<file path="src/rtl/cddc_pkg.sv">
`timescale 1ns / 1ps
// ----------------------------------------------------------------------------
// cddc_pkg: shared types and constants of the calendar date counter
// Defines the action and status codes, the date record, the month-length rule
// and the sortable date index.
// ----------------------------------------------------------------------------
package cddc_pkg;

	localparam int unsigned YEAR_W  = 12;
	localparam int unsigned MONTH_W = 4;
	localparam int unsigned DAY_W   = 5;
	localparam int unsigned INDEX_W = 21;

	// Last representable year, counted from 2001
	localparam logic [YEAR_W-1:0] YEAR_MAX = 12'd4095;

	localparam logic [MONTH_W-1:0] MONTH_JAN = 4'd0;
	localparam logic [MONTH_W-1:0] MONTH_FEB = 4'd1;
	localparam logic [MONTH_W-1:0] MONTH_APR = 4'd3;
	localparam logic [MONTH_W-1:0] MONTH_JUN = 4'd5;
	localparam logic [MONTH_W-1:0] MONTH_SEP = 4'd8;
	localparam logic [MONTH_W-1:0] MONTH_NOV = 4'd10;
	localparam logic [MONTH_W-1:0] MONTH_DEC = 4'd11;

	localparam logic [DAY_W-1:0] DAY_FIRST   = 5'd0;
	localparam logic [DAY_W-1:0] DAY_LAST_31 = 5'd30;
	localparam logic [DAY_W-1:0] DAY_LAST_30 = 5'd29;
	localparam logic [DAY_W-1:0] DAY_LAST_29 = 5'd28;
	localparam logic [DAY_W-1:0] DAY_LAST_28 = 5'd27;

	// Leap year: year count mod 4 equals 3
	localparam logic [1:0] LEAP_PHASE = 2'd3;

	typedef enum logic [1:0] {
		ACT_HOLD = 2'd0,
		ACT_NEXT = 2'd1,
		ACT_PREV = 2'd2,
		ACT_LOAD = 2'd3
	} action_t;

	typedef enum logic [1:0] {
		ST_OK       = 2'd0,
		ST_SATURATE = 2'd1,
		ST_REJECT   = 2'd2
	} status_t;

	typedef struct packed {
		logic [YEAR_W-1:0]  year;
		logic [MONTH_W-1:0] month;
		logic [DAY_W-1:0]   day;
	} date_t;

	// Zero-based last day of a month in a given year
	function automatic logic [DAY_W-1:0] last_day(
		input logic [MONTH_W-1:0] month,
		input logic [YEAR_W-1:0]  year
	);
		logic [DAY_W-1:0] ld;
		if (month == MONTH_FEB) begin
			ld = (year[1:0] == LEAP_PHASE) ? DAY_LAST_29 : DAY_LAST_28;
		end else if (month == MONTH_APR || month == MONTH_JUN ||
		             month == MONTH_SEP || month == MONTH_NOV) begin
			ld = DAY_LAST_30;
		end else begin
			ld = DAY_LAST_31;
		end
		return ld;
	endfunction

	// day + 31*(month + 12*year), built from shifts and adds
	function automatic logic [INDEX_W-1:0] date_index_f(input date_t d);
		logic [15:0] mi;
		mi = 16'({d.year, 3'b000}) + 16'({d.year, 2'b00}) + 16'(d.month);
		return {mi, 5'b00000} - INDEX_W'(mi) + INDEX_W'(d.day);
	endfunction

endpackage

</file>
<file path="src/rtl/cddc_cmd_if.sv">
`timescale 1ns / 1ps
// ----------------------------------------------------------------------------
// cddc_cmd_if: command channel of the calendar date counter
// Valid/ready channel carrying one action and an optional date to load.
// ----------------------------------------------------------------------------
interface cddc_cmd_if;
	logic                           valid;
	logic                           ready;
	logic [1:0]                     action;
	logic [cddc_pkg::YEAR_W-1:0]    load_year;
	logic [cddc_pkg::MONTH_W-1:0]   load_month;
	logic [cddc_pkg::DAY_W-1:0]     load_day;

	modport source (output valid, action, load_year, load_month, load_day, input ready);
	modport sink   (input valid, action, load_year, load_month, load_day, output ready);
endinterface

</file>
<file path="src/rtl/cddc_res_if.sv">
`timescale 1ns / 1ps
// ----------------------------------------------------------------------------
// cddc_res_if: result channel of the calendar date counter
// Valid/ready channel carrying the current date, its index and a status.
// ----------------------------------------------------------------------------
interface cddc_res_if;
	logic                           valid;
	logic                           ready;
	logic [cddc_pkg::YEAR_W-1:0]    year_out;
	logic [cddc_pkg::MONTH_W-1:0]   month_out;
	logic [cddc_pkg::DAY_W-1:0]     day_out;
	logic [cddc_pkg::INDEX_W-1:0]   date_index;
	logic [1:0]                     status;

	modport source (output valid, year_out, month_out, day_out, date_index, status,
	                input ready);
	modport sink   (input valid, year_out, month_out, day_out, date_index, status,
	                output ready);
endinterface

</file>
<file path="src/rtl/calendar_date_up_down_counter_unit.sv">
`timescale 1ns / 1ps
// ----------------------------------------------------------------------------
// calendar_date_up_down_counter_unit: calendar date up/down counter
// Keeps a date (year from 2001, zero-based month and day) and answers every
// command transaction with the updated date, its sortable index and a status.
// ----------------------------------------------------------------------------
// Usage: every command transaction (hold, next day, previous day, load)
// produces exactly one result transaction, in order. The block takes one
// command per clock cycle while results are taken; a taken command is held
// in the command register and is then written into the result register,
// which drives the result channel.
// The one-per-cycle rate is set by the date register: each command reads the
// date left by the previous one and writes the new date in the same cycle
// that its result is registered. When the result consumer stalls, the
// command register fills and then cmd.ready drops until a result is taken.
// After reset the date is January 1 of year 0 (2001). Next day from the last
// day of year 4095 and previous day from the first day of year 0 leave the
// date as it is with status saturated; a load with month above 11 or day
// above 30 leaves the date as it is with status rejected. A load of a day
// that the month lacks is kept; the next step forward from it starts the
// following month.
// ----------------------------------------------------------------------------
module calendar_date_up_down_counter_unit (
	input  logic        clk,
	input  logic        arst_n,
	cddc_cmd_if.sink    cmd,
	cddc_res_if.source  res
);

	// Command register
	logic              valid_s1;
	cddc_pkg::action_t action_s1;
	cddc_pkg::date_t   load_s1;

	// Result register
	logic              valid_s2;
	cddc_pkg::date_t   date_s2;
	logic [cddc_pkg::INDEX_W-1:0] index_s2;
	cddc_pkg::status_t status_s2;

	// Current date
	cddc_pkg::date_t   date_q;

	cddc_pkg::date_t   date_nxt;
	cddc_pkg::status_t status_nxt;
	logic              adv_s2;

	// Move the held command into the result register when that slot is free
	// or being drained this cycle.
	assign adv_s2    = valid_s1 && (!valid_s2 || res.ready);
	assign cmd.ready = !valid_s1 || adv_s2;

	always_ff @(posedge clk or negedge arst_n) begin
		if (!arst_n) begin
			valid_s1 <= 1'b0;
		end else if (cmd.ready) begin
			valid_s1 <= cmd.valid;
		end
	end

	// Capture the command payload on each taken transaction
	always_ff @(posedge clk) begin
		if (cmd.valid && cmd.ready) begin
			action_s1     <= cddc_pkg::action_t'(cmd.action);
			load_s1.year  <= cmd.load_year;
			load_s1.month <= cmd.load_month;
			load_s1.day   <= cmd.load_day;
		end
	end

	cddc_step u_step (
		.cur    (date_q),
		.action (action_s1),
		.load   (load_s1),
		.nxt    (date_nxt),
		.status (status_nxt)
	);

	// Advance the date only when the command leaves the command register,
	// so a stalled command is applied exactly once.
	always_ff @(posedge clk or negedge arst_n) begin
		if (!arst_n) begin
			date_q   <= '0;
			valid_s2 <= 1'b0;
		end else begin
			if (adv_s2) begin
				date_q   <= date_nxt;
				valid_s2 <= 1'b1;
			end else if (res.ready) begin
				valid_s2 <= 1'b0;
			end
		end
	end

	always_ff @(posedge clk) begin
		if (adv_s2) begin
			date_s2   <= date_nxt;
			index_s2  <= cddc_pkg::date_index_f(date_nxt);
			status_s2 <= status_nxt;
		end
	end

	assign res.valid      = valid_s2;
	assign res.year_out   = date_s2.year;
	assign res.month_out  = date_s2.month;
	assign res.day_out    = date_s2.day;
	assign res.date_index = index_s2;
	assign res.status     = status_s2;

endmodule

</file>
<file path="src/rtl/cddc_step.sv">
`timescale 1ns / 1ps
// ----------------------------------------------------------------------------
// cddc_step: next-date logic
// Applies one action to the current date: hold, advance or step back a day
// with month and year carries, or load a checked date.
// ----------------------------------------------------------------------------
module cddc_step (
	input  cddc_pkg::date_t   cur,
	input  cddc_pkg::action_t action,
	input  cddc_pkg::date_t   load,
	output cddc_pkg::date_t   nxt,
	output cddc_pkg::status_t status
);

	logic [cddc_pkg::DAY_W-1:0]   cur_last;
	logic [cddc_pkg::MONTH_W-1:0] prev_month;

	assign cur_last   = cddc_pkg::last_day(cur.month, cur.year);
	assign prev_month = cur.month - cddc_pkg::MONTH_W'(1);

	always_comb begin
		nxt    = cur;
		status = cddc_pkg::ST_OK;
		case (action)
			cddc_pkg::ACT_HOLD: begin
				nxt = cur;
			end
			cddc_pkg::ACT_NEXT: begin
				if (cur.day >= cur_last) begin
					if (cur.month >= cddc_pkg::MONTH_DEC) begin
						if (cur.year >= cddc_pkg::YEAR_MAX) begin
							status = cddc_pkg::ST_SATURATE;
						end else begin
							nxt.year  = cur.year + cddc_pkg::YEAR_W'(1);
							nxt.month = cddc_pkg::MONTH_JAN;
							nxt.day   = cddc_pkg::DAY_FIRST;
						end
					end else begin
						nxt.month = cur.month + cddc_pkg::MONTH_W'(1);
						nxt.day   = cddc_pkg::DAY_FIRST;
					end
				end else begin
					nxt.day = cur.day + cddc_pkg::DAY_W'(1);
				end
			end
			cddc_pkg::ACT_PREV: begin
				if (cur.day != cddc_pkg::DAY_FIRST) begin
					nxt.day = cur.day - cddc_pkg::DAY_W'(1);
				end else if (cur.month == cddc_pkg::MONTH_JAN) begin
					if (cur.year == '0) begin
						status = cddc_pkg::ST_SATURATE;
					end else begin
						nxt.year  = cur.year - cddc_pkg::YEAR_W'(1);
						nxt.month = cddc_pkg::MONTH_DEC;
						nxt.day   = cddc_pkg::DAY_LAST_31;
					end
				end else begin
					nxt.month = prev_month;
					nxt.day   = cddc_pkg::last_day(prev_month, cur.year);
				end
			end
			cddc_pkg::ACT_LOAD: begin
				if (load.month > cddc_pkg::MONTH_DEC || load.day > cddc_pkg::DAY_LAST_31 ||
				    load.year > cddc_pkg::YEAR_MAX) begin
					status = cddc_pkg::ST_REJECT;
				end else begin
					nxt = load;
				end
			end
			default: begin
				nxt = cur;
			end
		endcase
	end

endmodule

</file>
<file path="src/flat_wrapper.sv">
// flat-port wrapper written by rule: the top's interface ports become plain ports
module calendar_date_up_down_counter_unit_flat 
  (clk, arst_n, cmd_valid, cmd_action, cmd_load_year, cmd_load_month, cmd_load_day, cmd_ready, res_valid, res_year_out, res_month_out, res_day_out, res_date_index, res_status, res_ready);
  cddc_cmd_if cmd_i ();
  cddc_res_if res_i ();
  input  logic clk;
  input  logic arst_n;
  input wire logic [$bits(cmd_i.valid)-1:0] cmd_valid;
  input wire logic [$bits(cmd_i.action)-1:0] cmd_action;
  input wire logic [$bits(cmd_i.load_year)-1:0] cmd_load_year;
  input wire logic [$bits(cmd_i.load_month)-1:0] cmd_load_month;
  input wire logic [$bits(cmd_i.load_day)-1:0] cmd_load_day;
  output wire logic [$bits(cmd_i.ready)-1:0] cmd_ready;
  output wire logic [$bits(res_i.valid)-1:0] res_valid;
  output wire logic [$bits(res_i.year_out)-1:0] res_year_out;
  output wire logic [$bits(res_i.month_out)-1:0] res_month_out;
  output wire logic [$bits(res_i.day_out)-1:0] res_day_out;
  output wire logic [$bits(res_i.date_index)-1:0] res_date_index;
  output wire logic [$bits(res_i.status)-1:0] res_status;
  input wire logic [$bits(res_i.ready)-1:0] res_ready;
  assign cmd_i.valid = cmd_valid;
  assign cmd_i.action = cmd_action;
  assign cmd_i.load_year = cmd_load_year;
  assign cmd_i.load_month = cmd_load_month;
  assign cmd_i.load_day = cmd_load_day;
  assign cmd_ready = cmd_i.ready;
  assign res_valid = res_i.valid;
  assign res_year_out = res_i.year_out;
  assign res_month_out = res_i.month_out;
  assign res_day_out = res_i.day_out;
  assign res_date_index = res_i.date_index;
  assign res_status = res_i.status;
  assign res_i.ready = res_ready;
  calendar_date_up_down_counter_unit u_core (.clk(clk), .arst_n(arst_n), .cmd(cmd_i), .res(res_i));
endmodule
</file>
<file path="config.mk">
export PLATFORM = sky130hd
export DESIGN_NAME = calendar_date_up_down_counter_unit_flat
export DESIGN_NICKNAME = d
export VERILOG_FILES = /design/src/rtl/cddc_pkg.sv /design/src/rtl/cddc_cmd_if.sv /design/src/rtl/cddc_res_if.sv /design/src/rtl/calendar_date_up_down_counter_unit.sv /design/src/rtl/cddc_step.sv /design/src/flat_wrapper.sv
export SDC_FILE = /design/constraint.sdc
export NUM_CORES = 1
export LEC_CHECK = 0
export BUFFER_PORTS_ARGS = -buffer_cell sky130_fd_sc_hd__buf_2
export CORE_ASPECT_RATIO = 2
export CORE_UTILIZATION = 60
export CTS_CLUSTER_SIZE = 14
export DETAILED_ROUTE_END_ITERATION = 12
export PLACE_DENSITY = 0.91
export SLEW_MARGIN = 15
export SYNTH_ARGS = -nofsm -noshare
export SYNTH_HDL_FRONTEND = slang
export SYNTH_HIERARCHICAL = 1
export SYNTH_SLANG_ARGS = --single-unit
</file>
<file path="constraint.sdc">
create_clock -name clk -period 9.2 [get_ports clk]
set_input_delay 1.84 -clock clk [delete_from_list [all_inputs] [get_ports clk]]
set_output_delay 1.84 -clock clk [all_outputs]
set_load 0.03 [all_outputs]
</file>
==> qor.yml, run 1 <==
ant_nets: 0
drc: 0
crit_type: "flip-flop to flip-flop"
grt_pass1_vias: 5717
hold_violations: 0
holdCritPathClass: "flip-flop to flip-flop"
rsz0062_at_grt: "false"
ctsResizeCount: 0
clockBufferDepth: 2
wl_per_cell_um: 21.57
path_buf_inv: 6
finClkSkew_ns: 0.008623
cts_setup_buffers: 0
synth_compound_area_frac: 0.1942
critical-path-top-delay-family: "compound AO/OA/AOI/OAI gates"
min_to: "u_core/res.valid"
via_count: 5715
coreArea_um2: 10540
cts_tree: "done"
cap_viol_max_count: 0
area_growth_pct: 11.17
num_rows: 53
yosysMostFrequentCell: "edfxtp_1"
synth_top_cell_by_area: "edfxtp_1"
crit_fanout: 9
first_iter_violations: 417
cts_made_buffers: 9
viasPerCell: 6.494
die_area_um2: 11390
clock_latency_ns: 0.34
min_from: "u_core/valid_s1"
yosys.area.top_type_share: 0.3065
cts-hold-fix-buffers: 0
cts.sink_count: 90
synth_fa_ha_area_frac: 0.1102
routabilityCongestion: 0.9488
setup_viol: 0
cp-start-kind: "flip-flop"
power_uw: 3187
status: "finished, final reports clean"
ys_ff_latch: 90
muxShareOfSynthArea: 0.03050
synth_nets: 760
r2r_setup_slack_ns: 1.24
synth_ff_type: "edfxtp_1"
seq_area_um2: 2587
holdWs_ns: 0.5049
p_leak_uw: 0.003039
fin_crit_sh: 0.8653
ys_top_cells_by_count: "edfxtp_1 (67), nand2_1 (60), ha_1 (53), nor2_1 (47), inv_1 (44)"
dp_hpwl_mm: 14.53
slowest_delay_ns: 0.82
die_y_um: 149.9
grt_antenna_before_repair: 0
ys_types: 83
layout-drive-gt1-share: 0.1750
max_freq_ghz: 0.1256
numPortBuffers: 72
p_per_area_nw_per_um2: 436.8
setup_tns_ns: 0
overflow: 0
n_antenna_cell: 0
worst-endpoint-required_ns: 9.28
postSynthAreaPerCell_um2: 9.695
place_area_um2: 7025
wl_mm: 18.98
hold-path-cell-count: 1
critPathCaptureType: "flip-flop"
synth_top_family_by_area: "compound AO/OA/AOI/OAI gates"
fillers: 831
ios: 73
syn_inst: 677
ys_warn_count: 6
r2r_cells: 31
synth-xor-area-share: 0.05032
multi_input_area_um2: 3689
stdcell_area_um2: 7297
root_buffer: "clkbuf_16"
path_clk_slew_ns: 0.07
yosysSeqAreaShare: 0.3942
initial_core_util: 0.6225
crit_path_top_delay_cell: "nor3_1"
worst_slew_pin_slew_ns: 1.171
drtPass1Iterations: 5
drv_slew: 0
synthArstFlopShare: 0.2556
layout.nets: 821
grt_use_total: 0.3441
synth-edff-count: 67
yosys.area_share.simple: 0.1767
synth.area.top_cells: "edfxtp_1 (31%), ha_1 (10%), dfrtp_1 (8.8%)"
ir_drop_mv: 0.4005
path_common_cell: "inv_1"
finalCriticalPeriod_ns: 7.961
arrival_ns: 8.04
syn_area_um2: 6564
reg2reg_from: "u_core/date_q[6]"
grt_pass1_wl_mm: 29.80
slew_headroom: 0.2118
rr_endpoint: "u_core/res.date_index[20]"
cts.htree.levels: 3
dieWidth_um: 75.96
grt_max_degree: 45
[cell usage in the layout (no fill, tap or decap), drive strengths merged, types with 9 or more instances in the layout]
cell    synthesis  final
buf             7     79
edfxtp         67     67
nand2          60     60
ha             53     53
nor2           47     47
inv            44     46
o21ai          46     46
a21oi          38     38
nand3          24     24
dfrtp          23     23
xnor2          21     21
mux2           16     16
xor2           15     15
nor2b          13     13
nor4           12     12
a21o           11     11
nor3           11     11
o21a           10     10
clkbuf         22     10
nand2b          9      9
[layout make-up]
cell class,count,share of cell area
multi-input cells,514,0.5055
flip-flops and latches,90,0.3546
repair buffers,79,0.05658
clock buffers,10,0.03138
well taps,137,0.02349
inverters,44,0.02263
clock inverters,6,0.005830
[power breakdown]
| group | internal [uW] | switching [uW] |
|---|---|---|
| clock | 184 | 156 |
| sequential | 655 | 139 |
| combinational | 790 | 1260 |
| total | 1630 | 1560 |
[metal layers]
layer	wire length [um]	global-route usage	vias to the layer above
met3	1100	0.03841	80
met4	1273	0.2404	0
li1	-	-	2645
met5	0	0	-
met1	6674	0.3687	2705
met2	9934	0.6273	285
[sequential cells by signal, summed over array words and instances, names as in the netlist]
register and flops:
u_core/action_s1 2, u_core/date_q 21, u_core/load_s1 21, u_core/res.date_index 21, u_core/res.day_out 5, u_core/res.month_out 4, u_core/res.status 2, u_core/res.valid 1
u_core/res.year_out 12, u_core/valid_s1 1
[worst register-to-register path: cells and delay by family (launching register included)]
| family | cells | cell delay (ns) |
|---|---|---|
| AOI/OAI and AO/OA | 11 | 2.62 |
| xor gates and xnor gates | 2 | 0.63 |
| adders and majority gates | 6 | 1.88 |
| buffers and inverters | 6 | 0.67 |
| DFF | 1 | 0.47 |
| and+or+nand+nor | 6 | 1.43 |
[worst max-delay path by stage]
stage / to / slack (ns) / cells after the start / start
2_1_floorplan: u_core/res.date_index[20] / 2.83 / 32 / u_core/date_q[5]
3_3_place_gp: u_core/res.date_index[20] / 1.87 / 31 / u_core/date_q[5]
3_5_place_dp: u_core/res.date_index[20] / 1.38 / 31 / u_core/date_q[6]
4_1_cts: u_core/res.date_index[20] / 1.36 / 31 / u_core/date_q[6]
5_1_grt: u_core/res.date_index[20] / 0.80 / 31 / u_core/date_q[5]
6_report: u_core/res.date_index[20] / 1.24 / 31 / u_core/date_q[6]
[cell families (layout without fill, tap and decap cells)]
kind of cell	after synthesis	count (layout)
AO/OA/AOI/OAI	184	184
XOR/XNOR	36	36
adder cells (fa/ha/maj)	56	56
buffers and inverters	73	139
flip-flops	90	90
multiplexers	18	18
AND/OR/NAND/NOR	220	220
[stage by stage]
step,util,cells,setup WS (ns)
global route,0.6921,880,0.7978
detailed placement,0.6663,864,1.376
global placement,0.6663,864,1.871
CTS,0.6921,880,1.361
floorplan,-,677,2.830
finish,0.6921,880,1.239
Power figures use the tool's default switching activity.
==> run 2, diff against run 1 <==
clock period = 7.85 ns   (was 9.2 ns; I/O delays follow)
==> run 2 against run 1 <==
  * Via count rose by 3.0%
  * Cell area increased by 1.2%
  * Combinational power grew 16%
  * Non-clock buffer count rose by 6
  * Power increased by 18%
  * Clock skew rose by 0.0013 ns
  * Largest cell class unchanged
  * Largest power group unchanged
  * Highest routed layer unchanged
==> qor.yml, run 2 (synthesized netlist as in run 1, its figures left out) <==
status: "finished, final reports clean"
clockBufferDepth: 2
via_count: 5885
power_switching_share: 0.4797
wl_mm: 19.12
rsz0062_at_grt: "false"
drc: 0
power_switching_uw: 1801
numPortBuffers: 72
drv_slew: 0
routabilityCongestion: 0.9528
cts-hold-fix-buffers: 0
worst_slew_pin_slew_ns: 0.9491
cts_made_buffers: 9
setup_tns_ns: 0
cap_viol_max_count: 0
path_common_cell: "inv_1"
slowest_delay_ns: 0.49
power_uw: 3754
cts.sink_count: 90
die_area_um2: 11390
dieWidth_um: 75.96
arrival_ns: 7.36
holdCritPathClass: "flip-flop to flip-flop"
root_buffer: "clkbuf_16"
overflow: 0
ant_nets: 0
setup_viol: 0
cts.htree.levels: 3
grt_pass1_vias: 5888
crit_type: "flip-flop to flip-flop"
slew_headroom: 0.3673
grt_antenna_before_repair: 0
die_y_um: 149.9
setup_slack_ns: 0.5829
clkPwrFrac: 0.117
finalCriticalPeriod_ns: 7.267
hold_violations: 0
grt_pass1_wl_mm: 29.88
fin_crit_sh: 0.9257
layout-drive-gt1-share: 0.1842
dp_hpwl_mm: 14.37
seqPwrFrac: 0.248
initial_core_util: 0.6225
clock_latency_ns: 0.35
p_leak_uw: 0.003083
crit_fanout: 10
worst-endpoint-required_ns: 7.95
drtPass1Iterations: 5
max_freq_ghz: 0.1376
area_growth_pct: 12.49
cp-start-kind: "flip-flop"
cts_setup_buffers: 0
ios: 73
final_cell_mix: "buf_2 (72), edfxtp_1 (67), nand2_1 (60)"
wl_per_cell_um: 21.58
grt_max_degree: 45
viasPerCell: 6.642
dp_cells: 870
crit_path_top_delay_cell: "fa_1"
ir_drop_mv: 0.4309
first_iter_violations: 465
cts_tree: "done"
finClkSkew_ns: 0.009955
n_antenna_cell: 0
finalNonFillerCells: 886
grt_use_total: 0.3445
p_per_area_nw_per_um2: 508.4
num_rows: 53
place_ws_ns: 0.4017
critPathCaptureType: "flip-flop"
path_clk_slew_ns: 0.07
pwr-share-comb: 0.635
p_int_uw: 1953
layout.nets: 827
final_util: 0.7002
coreArea_um2: 10540
final_common_cell: "buf_2"
## run 2: changes by cell type in the layout (fill, tap and decap cells not counted), sizes merged
cell	change
buf	+6
bufinv	+1
clkinv	-1
## run 2: repair_timing
item	CTS	global route
setup endpoints to repair	0	7
hold endpoints to repair	0	0
resized for setup	0	2
## run 2: metrics by stage
stage | hold slack, ns | cell area (um^2)
global route | 0.5350 | 7383
CTS | 0.5132 | 7372
floorplan | 0.4572 | 6564
detailed placement | 0.4941 | 7071
global placement | 0.4733 | 7071
finish | 0.5067 | 7383
## run 2: area by class of cell
| cell class | count | area [um^2] |
|---|---|---|
| multi-input combinational | 514 | 3700 |
| sequential | 90 | 2587 |
| tap | 137 | 171.4 |
| timing repair buffer | 85 | 457.9 |
| clock inverter | 6 | 72.57 |
| inverter | 44 | 165.2 |
| clock buffer | 10 | 229.0 |
| fill | 807 | 3161 |
## run 2: layer usage
layer  share of wire  vias to the layer above  wire (um)  GRT usage
met5               0                        -          0          0
met4           0.063                        0       1201     0.2462
met3           0.057                       92       1093    0.05122
met2            0.53                      293      10060     0.6214
met1            0.35                     2837       6767     0.3644
li1                -                     2663          -          -
## run 2: path summary, 6_finish.rpt
check / to / cells past startpoint / slack [ns] / from
hold reg to reg: u_core/res.valid / 1 / 0.51 / u_core/valid_s1
setup / recovery: u_core/res.date_index[20] / 32 / 0.58 / u_core/date_q[5]
setup reg to reg: u_core/res.date_index[20] / 32 / 0.58 / u_core/date_q[5]
min in group asynchronous: u_core/valid_s1 / 1 / 1.21 / arst_n
max in group asynchronous: u_core/date_q[13] / 1 / 6.23 / arst_n
hold / removal: u_core/res.valid / 1 / 0.51 / u_core/valid_s1
## run 2: power by group through the flow
stage	clock (uW)	combinational [uW]	sequential, uW
5_1_grt	463	2590	956
3_3_place_gp	0	2200	934
2_1_floorplan	0	1670	1010
6_report	439	2380	933
3_5_place_dp	0	2320	939
4_1_cts	443	2340	930
## run 2: worst max-delay path, delay by kind of cell (launching register included)
| kind | cells | cell delay, ns |
|---|---|---|
| AND/OR/NAND/NOR | 8 | 1.42 |
| XOR/XNOR | 2 | 0.54 |
| AO/OA/AOI/OAI | 10 | 1.98 |
| buffers and inverters | 6 | 0.62 |
| flip-flops | 1 | 0.47 |
| adder cells (fa/ha/maj) | 6 | 1.98 |
